**src/rtl/core/edfdm_pkg.sv**
```systemverilog
// shared constants, types and codes of the edge frequency distance meter
`timescale 1ns / 1ps
package edfdm_pkg;

  localparam int SAMPLE_W   = 10;
  localparam int TIME_W     = 32;
  localparam int EDGE_W     = 8;
  localparam int CNT_W      = 16;
  localparam int DIST_W     = 16;
  localparam int FREQ_W     = 16;
  localparam int DIV_W      = 32;
  localparam int CFG_IDX_W  = 3;
  localparam int CFG_DATA_W = 16;

  localparam int TIME_SCALE_DEF    = 1000;
  localparam int NEAR_DISTANCE_DEF = 0;
  localparam int FAR_DISTANCE_DEF  = 1000;

  typedef enum logic [CFG_IDX_W-1:0] {
    CFG_ENABLE        = 3'd0,
    CFG_CUTOFF        = 3'd1,
    CFG_ENOUGH_EDGES  = 3'd2,
    CFG_SAMPLE_LIMIT  = 3'd3,
    CFG_FREQ_HI       = 3'd4,
    CFG_FREQ_LO       = 3'd5,
    CFG_LINEAR_OFFSET = 3'd6,
    CFG_SIGNAL_RANGE  = 3'd7
  } cfg_idx_t;

  typedef enum logic [2:0] {
    S_IDLE,
    S_IVDIV,
    S_MUL,
    S_CMP,
    S_FDIV,
    S_OUT
  } seq_state_t;

  typedef struct packed {
    logic              valid;
    logic [TIME_W-1:0] dur;
    logic [EDGE_W-1:0] edges;
  } win_close_t;

  typedef struct packed {
    logic [FREQ_W-1:0] freq_hi;
    logic [FREQ_W-1:0] freq_lo;
    logic [DIST_W-1:0] linear_offset;
    logic [DIST_W-1:0] signal_range;
  } seq_cfg_t;

  typedef struct packed {
    logic             start;
    logic [DIV_W-1:0] dividend;
    logic [DIV_W-1:0] divisor;
  } div_req_t;

  typedef struct packed {
    logic             done;
    logic [DIV_W-1:0] quotient;
  } div_stat_t;

endpackage

```
**src/rtl/core/edfdm_div.sv**
```systemverilog
// shared restoring divider, one quotient bit per cycle
`timescale 1ns / 1ps
module edfdm_div
  import edfdm_pkg::*;
(
  input  logic      clk,
  input  logic      rst_n,
  input  div_req_t  req,
  output div_stat_t stat
);

  localparam int STEP_W = $clog2(DIV_W);

  logic [DIV_W:0]    rem_r, rem_nxt;
  logic [DIV_W-1:0]  quo_r, quo_nxt;
  logic [DIV_W-1:0]  dsr_r, dsr_nxt;
  logic [STEP_W-1:0] step_r, step_nxt;
  logic              busy_r, busy_nxt;
  logic              done_r, done_nxt;
  logic [DIV_W:0]    rem_sh;
  logic [DIV_W:0]    rem_sub;

  always_comb begin
    rem_nxt  = rem_r;
    quo_nxt  = quo_r;
    dsr_nxt  = dsr_r;
    step_nxt = step_r;
    busy_nxt = busy_r;
    done_nxt = 1'b0;
    rem_sh   = {rem_r[DIV_W-1:0], quo_r[DIV_W-1]};
    rem_sub  = rem_sh - {1'b0, dsr_r};
    if (req.start) begin
      rem_nxt  = '0;
      quo_nxt  = req.dividend;
      dsr_nxt  = req.divisor;
      step_nxt = STEP_W'(DIV_W - 1);
      busy_nxt = 1'b1;
    end else if (busy_r) begin
      if (rem_sh >= {1'b0, dsr_r}) begin
        rem_nxt = rem_sub;
        quo_nxt = {quo_r[DIV_W-2:0], 1'b1};
      end else begin
        rem_nxt = rem_sh;
        quo_nxt = {quo_r[DIV_W-2:0], 1'b0};
      end
      if (step_r == '0) begin
        busy_nxt = 1'b0;
        done_nxt = 1'b1;
      end else begin
        step_nxt = step_r - 1'b1;
      end
    end
  end

  always_ff @(posedge clk) begin
    if (!rst_n) begin
      busy_r <= 1'b0;
      done_r <= 1'b0;
      step_r <= '0;
    end else begin
      busy_r <= busy_nxt;
      done_r <= done_nxt;
      step_r <= step_nxt;
    end
  end

  always_ff @(posedge clk) begin
    rem_r <= rem_nxt;
    quo_r <= quo_nxt;
    dsr_r <= dsr_nxt;
  end

  assign stat.done     = done_r;
  assign stat.quotient = quo_r;

endmodule

```
**src/rtl/core/edfdm_window.sv**
```systemverilog
// measurement window tracking: edge counting, sample counting and close detection
`timescale 1ns / 1ps
module edfdm_window
  import edfdm_pkg::*;
(
  input  logic                clk,
  input  logic                rst_n,
  input  logic                accept,
  input  logic [SAMPLE_W-1:0] sample,
  input  logic [TIME_W-1:0]   time_ms,
  input  logic                enable,
  input  logic [SAMPLE_W-1:0] cutoff,
  input  logic [EDGE_W-1:0]   enough_edges,
  input  logic [CNT_W-1:0]    sample_limit,
  output win_close_t          close
);

  logic                open_r, open_nxt;
  logic [SAMPLE_W-1:0] prev_r, prev_nxt;
  logic [EDGE_W-1:0]   edges_r, edges_nxt;
  logic [CNT_W-1:0]    samp_r, samp_nxt;
  logic [TIME_W-1:0]   start_r, start_nxt;
  win_close_t          close_r, close_nxt;

  logic [SAMPLE_W-1:0] prev_base;
  logic [EDGE_W-1:0]   edges_base;
  logic [CNT_W-1:0]    samp_base;
  logic                hit;
  logic                closes;

  always_comb begin
    prev_base  = open_r ? prev_r  : '0;
    edges_base = open_r ? edges_r : '0;
    samp_base  = open_r ? samp_r  : '0;
    start_nxt  = open_r ? start_r : time_ms;
    hit        = (sample < cutoff) && (prev_base >= cutoff) && (edges_base != '1);
    edges_nxt  = edges_base + EDGE_W'(hit);
    samp_nxt   = samp_base + CNT_W'(samp_base != '1);
    prev_nxt   = sample;
    closes     = (edges_nxt >= enough_edges) || (samp_nxt >= sample_limit);
    open_nxt   = open_r;
    close_nxt.valid = 1'b0;
    close_nxt.dur   = time_ms - start_nxt;
    close_nxt.edges = edges_nxt;
    if (accept) begin
      if (!enable) begin
        open_nxt = 1'b0;
      end else begin
        open_nxt        = !closes;
        close_nxt.valid = closes;
      end
    end
  end

  always_ff @(posedge clk) begin
    if (!rst_n) begin
      open_r        <= 1'b0;
      prev_r        <= '0;
      edges_r       <= '0;
      samp_r        <= '0;
      start_r       <= '0;
      close_r.valid <= 1'b0;
    end else begin
      open_r        <= open_nxt;
      close_r.valid <= close_nxt.valid;
      if (accept && enable) begin
        prev_r  <= prev_nxt;
        edges_r <= edges_nxt;
        samp_r  <= samp_nxt;
        start_r <= start_nxt;
      end
    end
    close_r.dur   <= close_nxt.dur;
    close_r.edges <= close_nxt.edges;
  end

  assign close = close_r;

endmodule

```
**src/rtl/core/edfdm_seq.sv**
```systemverilog
// result sequencer: divider scheduling, frequency compares, distance and push decision
`timescale 1ns / 1ps
module edfdm_seq
  import edfdm_pkg::*;
#(
  parameter int TIME_SCALE    = TIME_SCALE_DEF,
  parameter int NEAR_DISTANCE = NEAR_DISTANCE_DEF,
  parameter int FAR_DISTANCE  = FAR_DISTANCE_DEF
) (
  input  logic              clk,
  input  logic              rst_n,
  input  win_close_t        close,
  input  seq_cfg_t          cfg,
  output div_req_t          div_req,
  input  div_stat_t         div_stat,
  output logic              idle,
  output logic              out_valid,
  input  logic              out_ready,
  output logic [DIST_W-1:0] out_distance_m,
  output logic [TIME_W-1:0] out_interval_ms,
  output logic              out_no_edges,
  output logic              out_in_range,
  output logic              out_distance_pushed
);

  localparam int SCALED_W = EDGE_W + $clog2(TIME_SCALE + 1);
  localparam int PROD_W   = FREQ_W + TIME_W;

  seq_state_t          state_r, state_nxt;
  logic [TIME_W-1:0]   dur_r, dur_nxt;
  logic [SCALED_W-1:0] scaled_r, scaled_nxt;
  logic                sel_hi_r, sel_hi_nxt;
  logic [PROD_W-1:0]   prod_r, prod_nxt;
  logic [DIST_W-1:0]   meters_r, meters_nxt;
  logic [TIME_W-1:0]   interval_r, interval_nxt;
  logic                no_edges_r, no_edges_nxt;
  logic [DIST_W-1:0]   last_push_r, last_push_nxt;

  logic                out_valid_r, out_valid_nxt;
  logic [DIST_W-1:0]   out_dist_r, out_dist_nxt;
  logic [TIME_W-1:0]   out_ivl_r, out_ivl_nxt;
  logic                out_noe_r, out_noe_nxt;
  logic                out_rng_r, out_rng_nxt;
  logic                out_push_r, out_push_nxt;

  logic                in_rng;
  logic [DIST_W-1:0]   diff;
  logic [DIST_W+3:0]   diff10;
  logic                push;
  logic [FREQ_W-1:0]   mul_op;

  always_comb begin
    state_nxt     = state_r;
    dur_nxt       = dur_r;
    scaled_nxt    = scaled_r;
    sel_hi_nxt    = sel_hi_r;
    prod_nxt      = prod_r;
    meters_nxt    = meters_r;
    interval_nxt  = interval_r;
    no_edges_nxt  = no_edges_r;
    last_push_nxt = last_push_r;
    out_valid_nxt = out_valid_r && !out_ready;
    out_dist_nxt  = out_dist_r;
    out_ivl_nxt   = out_ivl_r;
    out_noe_nxt   = out_noe_r;
    out_rng_nxt   = out_rng_r;
    out_push_nxt  = out_push_r;
    div_req.start    = 1'b0;
    div_req.dividend = DIV_W'(close.dur);
    div_req.divisor  = DIV_W'(close.edges);

    mul_op = sel_hi_r ? cfg.freq_hi : cfg.freq_lo;
    in_rng = meters_r <= cfg.signal_range;
    diff   = (last_push_r > meters_r) ? last_push_r - meters_r : meters_r - last_push_r;
    diff10 = {1'b0, diff, 3'b000} + {3'b000, diff, 1'b0};
    push   = in_rng && ((last_push_r == '0) || (diff10 >= {4'b0000, last_push_r}));

    case (state_r)
      S_IDLE: begin
        if (close.valid) begin
          dur_nxt    = close.dur;
          scaled_nxt = SCALED_W'(close.edges) * SCALED_W'(TIME_SCALE);
          sel_hi_nxt = 1'b1;
          if (close.edges != '0) begin
            div_req.start = 1'b1;
            no_edges_nxt  = 1'b0;
            state_nxt     = S_IVDIV;
          end else begin
            interval_nxt = '0;
            no_edges_nxt = 1'b1;
            state_nxt    = S_MUL;
          end
        end
      end
      S_IVDIV: begin
        if (div_stat.done) begin
          interval_nxt = div_stat.quotient[TIME_W-1:0];
          state_nxt    = S_MUL;
        end
      end
      S_MUL: begin
        prod_nxt  = PROD_W'(mul_op) * PROD_W'(dur_r);
        state_nxt = S_CMP;
      end
      S_CMP: begin
        if (sel_hi_r) begin
          if (PROD_W'(scaled_r) > prod_r) begin
            meters_nxt = DIST_W'(NEAR_DISTANCE);
            state_nxt  = S_OUT;
          end else begin
            sel_hi_nxt = 1'b0;
            state_nxt  = S_MUL;
          end
        end else if (PROD_W'(scaled_r) < prod_r) begin
          meters_nxt = DIST_W'(FAR_DISTANCE);
          state_nxt  = S_OUT;
        end else if (dur_r != '0) begin
          div_req.start    = 1'b1;
          div_req.dividend = DIV_W'(scaled_r);
          div_req.divisor  = DIV_W'(dur_r);
          state_nxt        = S_FDIV;
        end else begin
          meters_nxt = cfg.linear_offset;
          state_nxt  = S_OUT;
        end
      end
      S_FDIV: begin
        if (div_stat.done) begin
          if (div_stat.quotient > DIV_W'(cfg.linear_offset)) begin
            meters_nxt = '0;
          end else begin
            meters_nxt = cfg.linear_offset - div_stat.quotient[DIST_W-1:0];
          end
          state_nxt = S_OUT;
        end
      end
      S_OUT: begin
        if (!out_valid_r || out_ready) begin
          out_valid_nxt = 1'b1;
          out_dist_nxt  = in_rng ? meters_r : cfg.signal_range;
          out_ivl_nxt   = interval_r;
          out_noe_nxt   = no_edges_r;
          out_rng_nxt   = in_rng;
          out_push_nxt  = push;
          if (push) begin
            last_push_nxt = meters_r;
          end
          state_nxt = S_IDLE;
        end
      end
      default: begin
        state_nxt = S_IDLE;
      end
    endcase
  end

  always_ff @(posedge clk) begin
    if (!rst_n) begin
      state_r     <= S_IDLE;
      out_valid_r <= 1'b0;
      last_push_r <= '0;
      sel_hi_r    <= 1'b1;
    end else begin
      state_r     <= state_nxt;
      out_valid_r <= out_valid_nxt;
      last_push_r <= last_push_nxt;
      sel_hi_r    <= sel_hi_nxt;
    end
  end

  always_ff @(posedge clk) begin
    dur_r      <= dur_nxt;
    scaled_r   <= scaled_nxt;
    prod_r     <= prod_nxt;
    meters_r   <= meters_nxt;
    interval_r <= interval_nxt;
    no_edges_r <= no_edges_nxt;
    out_dist_r <= out_dist_nxt;
    out_ivl_r  <= out_ivl_nxt;
    out_noe_r  <= out_noe_nxt;
    out_rng_r  <= out_rng_nxt;
    out_push_r <= out_push_nxt;
  end

  assign idle                = state_r == S_IDLE;
  assign out_valid           = out_valid_r;
  assign out_distance_m      = out_dist_r;
  assign out_interval_ms     = out_ivl_r;
  assign out_no_edges        = out_noe_r;
  assign out_in_range        = out_rng_r;
  assign out_distance_pushed = out_push_r;

endmodule

```
**src/rtl/core/edge_frequency_distance_meter_unit.sv**
```systemverilog
// top level of the edge frequency distance meter: configuration registers and wiring
`timescale 1ns / 1ps
// A sample that does not close its measurement window leaves the block ready, and
// samples can follow back to back. A sample that closes the window takes the block
// out of service until its result is loaded: the window update, the start, the
// interval division when the window saw edges, the one or two frequency compares,
// the frequency division when the frequency lies in the linear range, and the load
// of the result register, which waits while that register still holds an untaken
// result. Both divisions use the single 32-step restoring divider that they share.
// The result register holds one finished result while the next window is
// measured. No clearing pass follows reset.
module edge_frequency_distance_meter_unit
  import edfdm_pkg::*;
#(
  parameter int TIME_SCALE    = TIME_SCALE_DEF,
  parameter int NEAR_DISTANCE = NEAR_DISTANCE_DEF,
  parameter int FAR_DISTANCE  = FAR_DISTANCE_DEF
) (
  input  logic                  clk,
  input  logic                  rst_n,
  input  logic                  cfg_we,
  input  logic [CFG_IDX_W-1:0]  cfg_index,
  input  logic [CFG_DATA_W-1:0] cfg_data,
  input  logic                  in_valid,
  output logic                  in_ready,
  input  logic [SAMPLE_W-1:0]   in_sample,
  input  logic [TIME_W-1:0]     in_time_ms,
  output logic                  out_valid,
  input  logic                  out_ready,
  output logic [DIST_W-1:0]     out_distance_m,
  output logic [TIME_W-1:0]     out_interval_ms,
  output logic                  out_no_edges,
  output logic                  out_in_range,
  output logic                  out_distance_pushed
);

  logic                enable_r;
  logic [SAMPLE_W-1:0] cutoff_r;
  logic [EDGE_W-1:0]   enough_r;
  logic [CNT_W-1:0]    max_samp_r;
  seq_cfg_t            seq_cfg_r;

  win_close_t          close;
  div_req_t            div_req;
  div_stat_t           div_stat;
  logic                seq_idle;
  logic                accept;

  always_ff @(posedge clk) begin
    if (!rst_n) begin
      enable_r                <= 1'b0;
      cutoff_r                <= SAMPLE_W'(512);
      enough_r                <= EDGE_W'(10);
      max_samp_r              <= CNT_W'(1000);
      seq_cfg_r.freq_hi       <= FREQ_W'(100);
      seq_cfg_r.freq_lo       <= FREQ_W'(1);
      seq_cfg_r.linear_offset <= DIST_W'(1000);
      seq_cfg_r.signal_range  <= DIST_W'(1000);
    end else if (cfg_we) begin
      case (cfg_idx_t'(cfg_index))
        CFG_ENABLE:        enable_r                <= cfg_data[0];
        CFG_CUTOFF:        cutoff_r                <= cfg_data[SAMPLE_W-1:0];
        CFG_ENOUGH_EDGES:  enough_r                <= cfg_data[EDGE_W-1:0];
        CFG_SAMPLE_LIMIT:  max_samp_r              <= cfg_data[CNT_W-1:0];
        CFG_FREQ_HI:       seq_cfg_r.freq_hi       <= cfg_data[FREQ_W-1:0];
        CFG_FREQ_LO:       seq_cfg_r.freq_lo       <= cfg_data[FREQ_W-1:0];
        CFG_LINEAR_OFFSET: seq_cfg_r.linear_offset <= cfg_data[DIST_W-1:0];
        CFG_SIGNAL_RANGE:  seq_cfg_r.signal_range  <= cfg_data[DIST_W-1:0];
        default: begin
        end
      endcase
    end
  end

  assign in_ready = seq_idle && !close.valid;
  assign accept   = in_valid && in_ready;

  edfdm_window u_window (
    .clk          (clk),
    .rst_n        (rst_n),
    .accept       (accept),
    .sample       (in_sample),
    .time_ms      (in_time_ms),
    .enable       (enable_r),
    .cutoff       (cutoff_r),
    .enough_edges (enough_r),
    .sample_limit (max_samp_r),
    .close        (close)
  );

  edfdm_div u_div (
    .clk   (clk),
    .rst_n (rst_n),
    .req   (div_req),
    .stat  (div_stat)
  );

  edfdm_seq #(
    .TIME_SCALE    (TIME_SCALE),
    .NEAR_DISTANCE (NEAR_DISTANCE),
    .FAR_DISTANCE  (FAR_DISTANCE)
  ) u_seq (
    .clk                 (clk),
    .rst_n               (rst_n),
    .close               (close),
    .cfg                 (seq_cfg_r),
    .div_req             (div_req),
    .div_stat            (div_stat),
    .idle                (seq_idle),
    .out_valid           (out_valid),
    .out_ready           (out_ready),
    .out_distance_m      (out_distance_m),
    .out_interval_ms     (out_interval_ms),
    .out_no_edges        (out_no_edges),
    .out_in_range        (out_in_range),
    .out_distance_pushed (out_distance_pushed)
  );

endmodule

```
**config.mk**
```make
export PLATFORM = sky130hd
export DESIGN_NAME = edge_frequency_distance_meter_unit
export DESIGN_NICKNAME = d
export VERILOG_FILES = /design/src/rtl/core/edfdm_pkg.sv /design/src/rtl/core/edfdm_div.sv /design/src/rtl/core/edfdm_window.sv /design/src/rtl/core/edfdm_seq.sv /design/src/rtl/core/edge_frequency_distance_meter_unit.sv
export SDC_FILE = /design/constraint.sdc
export NUM_CORES = 2
export LEC_CHECK = 0
export BUFFER_PORTS_ARGS = -buffer_cell sky130_fd_sc_hd__buf_2
export CAP_MARGIN = 20
export CORE_MARGIN = 1.5
export CORE_UTILIZATION = 30
export CTS_BUF_LIST = sky130_fd_sc_hd__clkbuf_2
export DETAILED_ROUTE_END_ITERATION = 8
export HOLD_SLACK_MARGIN = 0.03
export PLACE_DENSITY = 0.49
export SLEW_MARGIN = 10
export SYNTH_ARGS = -nofsm -noshare
export SYNTH_HDL_FRONTEND = slang
export SYNTH_SLANG_ARGS = --single-unit
```
**constraint.sdc**
```tcl
create_clock -name clk -period 18.4 [get_ports clk]
set_input_delay 1.84 -clock clk [delete_from_list [all_inputs] [get_ports clk]]
set_output_delay 1.84 -clock clk [all_outputs]
set_load 0.02 [all_outputs]
```
==> impl_results.md <==
* Status: finished clean
* CP delay by family, top: adder cells
* Skew-Pair Late Insertion Delay at about 1.5 ns
* Worst hold path cell count at 0
* Grt ovf at 0
* TritonCTS clock tree: built
* Synth area leader: fa_1
* Sequential area share after synthesis at 28.49%
* Final setup margin at 9.776 ns
* DRT iter0 DRCs at between 1500 and 2000
* Syn Std Cell Area at between 40000 and 50000 um2
* Resize count post-CTS at 0
* CTS HTree Levels at 4
* Most common cell on crit path: fa_1
* GPL Wtd Cong at about 0.84
* Top cells by area, synth: fa_1 (19%), edfxtp_1 (17%), dfxtp_1 (12%), ha_1 (11%), nand2_1 (6.6%)
* Worst Path Arrival at roughly 9.9 ns
* Number of top-level pins at ~120
* Setup Fix Bufs, Post-CTS at 0
* Slowest-stage cell, CP: mux2_2
* First-pass GRT wire length at around 210000 um
* Final #Nets at 6013
* Maximum clock rate at 0.1160 GHz
* Clk buf depth at 3
* Min-delay worst type: reg2reg
* Clock slew at reported path FFs at ~0.1 ns
* Hold_buf cts at 0
* Peak supply drop at slightly above 50 uV
* Synthesized area per cell at 9.194 um2
* Antenna violations before repair at 14
* Vias in the first global route at between 30000 and 40000
* Die area at ~160000 um2
* Drt via density at 4.766
* Final period utilization at 46.87%
* Synthesized instance count at roughly 5000
* Total GRT Usage at approximately 17%
* CP Data Required Time at roughly 20 ns
* Final Critical Period at 8.624 ns
* CTS Sinks at 526
* CTS Buf Count at 148
* Worst slack, placed at approximately 10 ns
* Root buffer cell: clkbuf_2
* Die height at 394.8 um
* # rows at between 100 and 150
* Area Growth Syn to Fin at 9.018%
* Synth Warn # at 0
* LEAKAGE at roughly 0.023 uW
* Crit-path cells: buf_4 -> mux2_2 -> nand2_1 -> fa_1 -> inv_1 -> fa_1 -> inv_1 -> fa_1 -> inv_1 -> fa_1 -> fa_1 -> inv_1 -> fa_1 -> inv_1 -> ha_1 -> nand4_1 -> nor3_1 -> a31oi_1 -> o31ai_2 -> buf_4 -> a41oi_1 -> o31ai_2 -> mux2i_1 -> a2111oi_2
* WP depth at 24
* HP Start: u_seq.interval_r[20]$_SDFFCE_PN0P_
* Fin Clk Skew at roughly 0.18 ns
* DRC at 0
* Final setup fails at 0
* Worst Setup End Kind: register
* PwrDens at approximately 57 nW/um2
* Reg2Reg Setup Slack at approximately 10 ns
* Synth Flop Type: dfxtp_1
* WL final at about 130000 um
* Syn nets at 5916
* RSZ-0062 raised after global routing: no
* Drt wl/cell at ~18 um
* CP max FO at 32
* Setup TNS at 0 ns
* Die span in x at a little under 400 um
* Fraction of layout cells with a size suffix above 1 at between 8 and 9%
* Slew margin rel. at 26.94%
* Buffers & Inverters on Critical Path at 7
* Reg2reg end: u_seq.prod_r[46]$_DFFE_PN_
* Slowest Stage Delay on Critical Path at slightly above 0.7 ns
* Post-synth EDFFs at 259
* I/O Buffers at approximately 120
* Starting Density at a little under a third
* Largest net degree at the start of global routing at roughly 110
* Type of origin of the critical path: register
* DP HPWL at around 100000 um
* R2R cell count at 24
* Antenna viol nets, final at 0
* Final Hold Viols at 0
* Number of synthesized register bits at ~530
* DR vias at ~35000
* CORE AREA at roughly 150000 um2
* Final slew viol count at 0
* Worst slew pin tran at ~1.1 ns
* Reg-to-Reg Start: u_seq.sel_hi_r$_SDFFE_PN1P_
* Critical path endpoint: u_seq.prod_r[46]$_DFFE_PN_
* Source of the critical timing path: u_seq.sel_hi_r$_SDFFE_PN1P_
* Detailed Routing Iterations Pass 1 at 6
* Async SR Flop Fraction at 0%
* Worst Path Class, Setup: reg2reg
* Max-cap viol count at 0
* Post-synth top area share at about a fifth
* Netlist cell types at between 70 and 80
==> cells in the final DEF, fill, tap and decap left out, types with 37 or more instances in the layout <==
master    synthesis  layout
a21boi_0        115     115
a21o_1          118     118
a21oi_1         211     210
and2_1          269     268
buf_2             7     117
buf_4             3      48
clkbuf_2          0     203
dfxtp_1         267     265
edfxtp_1        259     259
fa_1            446     446
ha_1            394     394
inv_1           759     758
mux2i_1          68      68
nand2_1         804     804
nand2b_1         37      37
nand3_1          56      56
nor2_1          169     168
nor2b_1          44      43
o211a_1          37      37
o21ai_0         150     150
xnor2_1         104     104
xor2_1           62      62
==> sequential cells by signal, summed over array words and instances (netlist names), 32 cells and up <==
register               cells
u_div.dsr_r               32
u_div.quo_r               32
u_seq.prod_r              48
u_seq.dur_r               32
u_seq.out_interval_ms     32
u_div.rem_r               32
seq_cfg_r                 64
u_seq.interval_r          32
u_window.start_r          32
u_window.close            41
==> synth_stat cells (23+ instances only) <==
| library cell | instances |
|---|---|
| nor3_1 | 32 |
| o21ai_0 | 150 |
| mux2i_1 | 68 |
| nor2b_1 | 44 |
| dfxtp_1 | 267 |
| a31oi_1 | 23 |
| o211a_1 | 37 |
| o21bai_1 | 24 |
| nor2_1 | 169 |
| a21boi_0 | 115 |
| o211ai_1 | 34 |
| fa_1 | 446 |
| nand3_1 | 56 |
| nand4_1 | 29 |
| a211oi_1 | 23 |
| a21o_1 | 118 |
| and2_1 | 269 |
| a21oi_1 | 211 |
| xnor2_1 | 104 |
| edfxtp_1 | 259 |
| nor4_1 | 32 |
| nand2_1 | 804 |
| xor2_1 | 62 |
| ha_1 | 394 |
| inv_1 | 759 |
| clkbuf_1 | 199 |
| nand2b_1 | 37 |
==> cell families after synthesis <==
logic type / Yosys count / synth area share, %
multiplexers: 88 / 1.967
AO/OA/AOI/OAI: 871 / 12.68
AND/OR/NAND/NOR: 1540 / 15.55
flip-flops: 526 / 28.49
buffers and inverters: 979 / 8.070
adder cells (fa/ha/maj): 840 / 30.09
XOR/XNOR: 166 / 3.156
==> report_power, final <==
part	internal, uW	switching (uW)	leakage, uW	total [uW]
logic	244	372	0.0176	617
clock network	353	559	0.00103	912
registers	1270	56.6	0.00443	1330
total	1870	988	0.0230	2860
==> routing by layer <==
metal	vias up	global-route usage [%]	share of wire, %
met5	-	0	0.047
met4	8	4.684	2.2
met3	178	2.956	4.6
met2	656	28.49	47
met1	17120	23.32	46
li1	16650	-	-
==> area by class of cell <==
type	instances	area [um2]
well taps	2030	2540
multi-input cells	3505	29290
fillers	15950	102000
diodes	10	25.02
flip-flops and latches	526	13130
clock inverters	64	386.6
clock buffers	203	1016
repair buffers	167	984.7
inverters	759	2849
==> how the worst min path moves through the flow <==
stage	to	slack [ns]
2_1_floorplan	u_seq.out_interval_ms[0]$_DFFE_PP_	0.40
3_3_place_gp	u_seq.out_interval_ms[0]$_DFFE_PP_	0.40
3_5_place_dp	u_seq.out_interval_ms[8]$_DFFE_PP_	0.40
4_1_cts	u_seq.out_interval_ms[20]$_DFFE_PP_	0.37
5_1_grt	u_window.prev_r[4]$_SDFFE_PN0P_	0.37
6_report	u_seq.out_interval_ms[20]$_DFFE_PP_	0.38
==> worst register-to-register path: cells and delay by family (launching register included) <==
family,cells,cell delay (ns)
AOI/OAI and AO/OA,5,2.02
adders and majority gates,7,3.50
buffers and inverters,7,0.79
DFF,1,0.34
muxes,2,0.91
and+or+nand+nor,3,0.97
==> per-stage QoR <==
step                      power (uW)  area, um2  hold WS [ns]  instances  utilization (%)
after detailed placement        1978      48760        0.4045       6986            32.02
after global placement          1976      48760        0.4047       6986            32.02
after global routing            3068      50210        0.3738       7262            32.98
after CTS                       2920      50160        0.3701       7253            32.95
after floorplan                 1768      46060        0.4003       5010                -
final                           2858      50220        0.3777       7264            32.98
(Power assumes the default switching activity.)
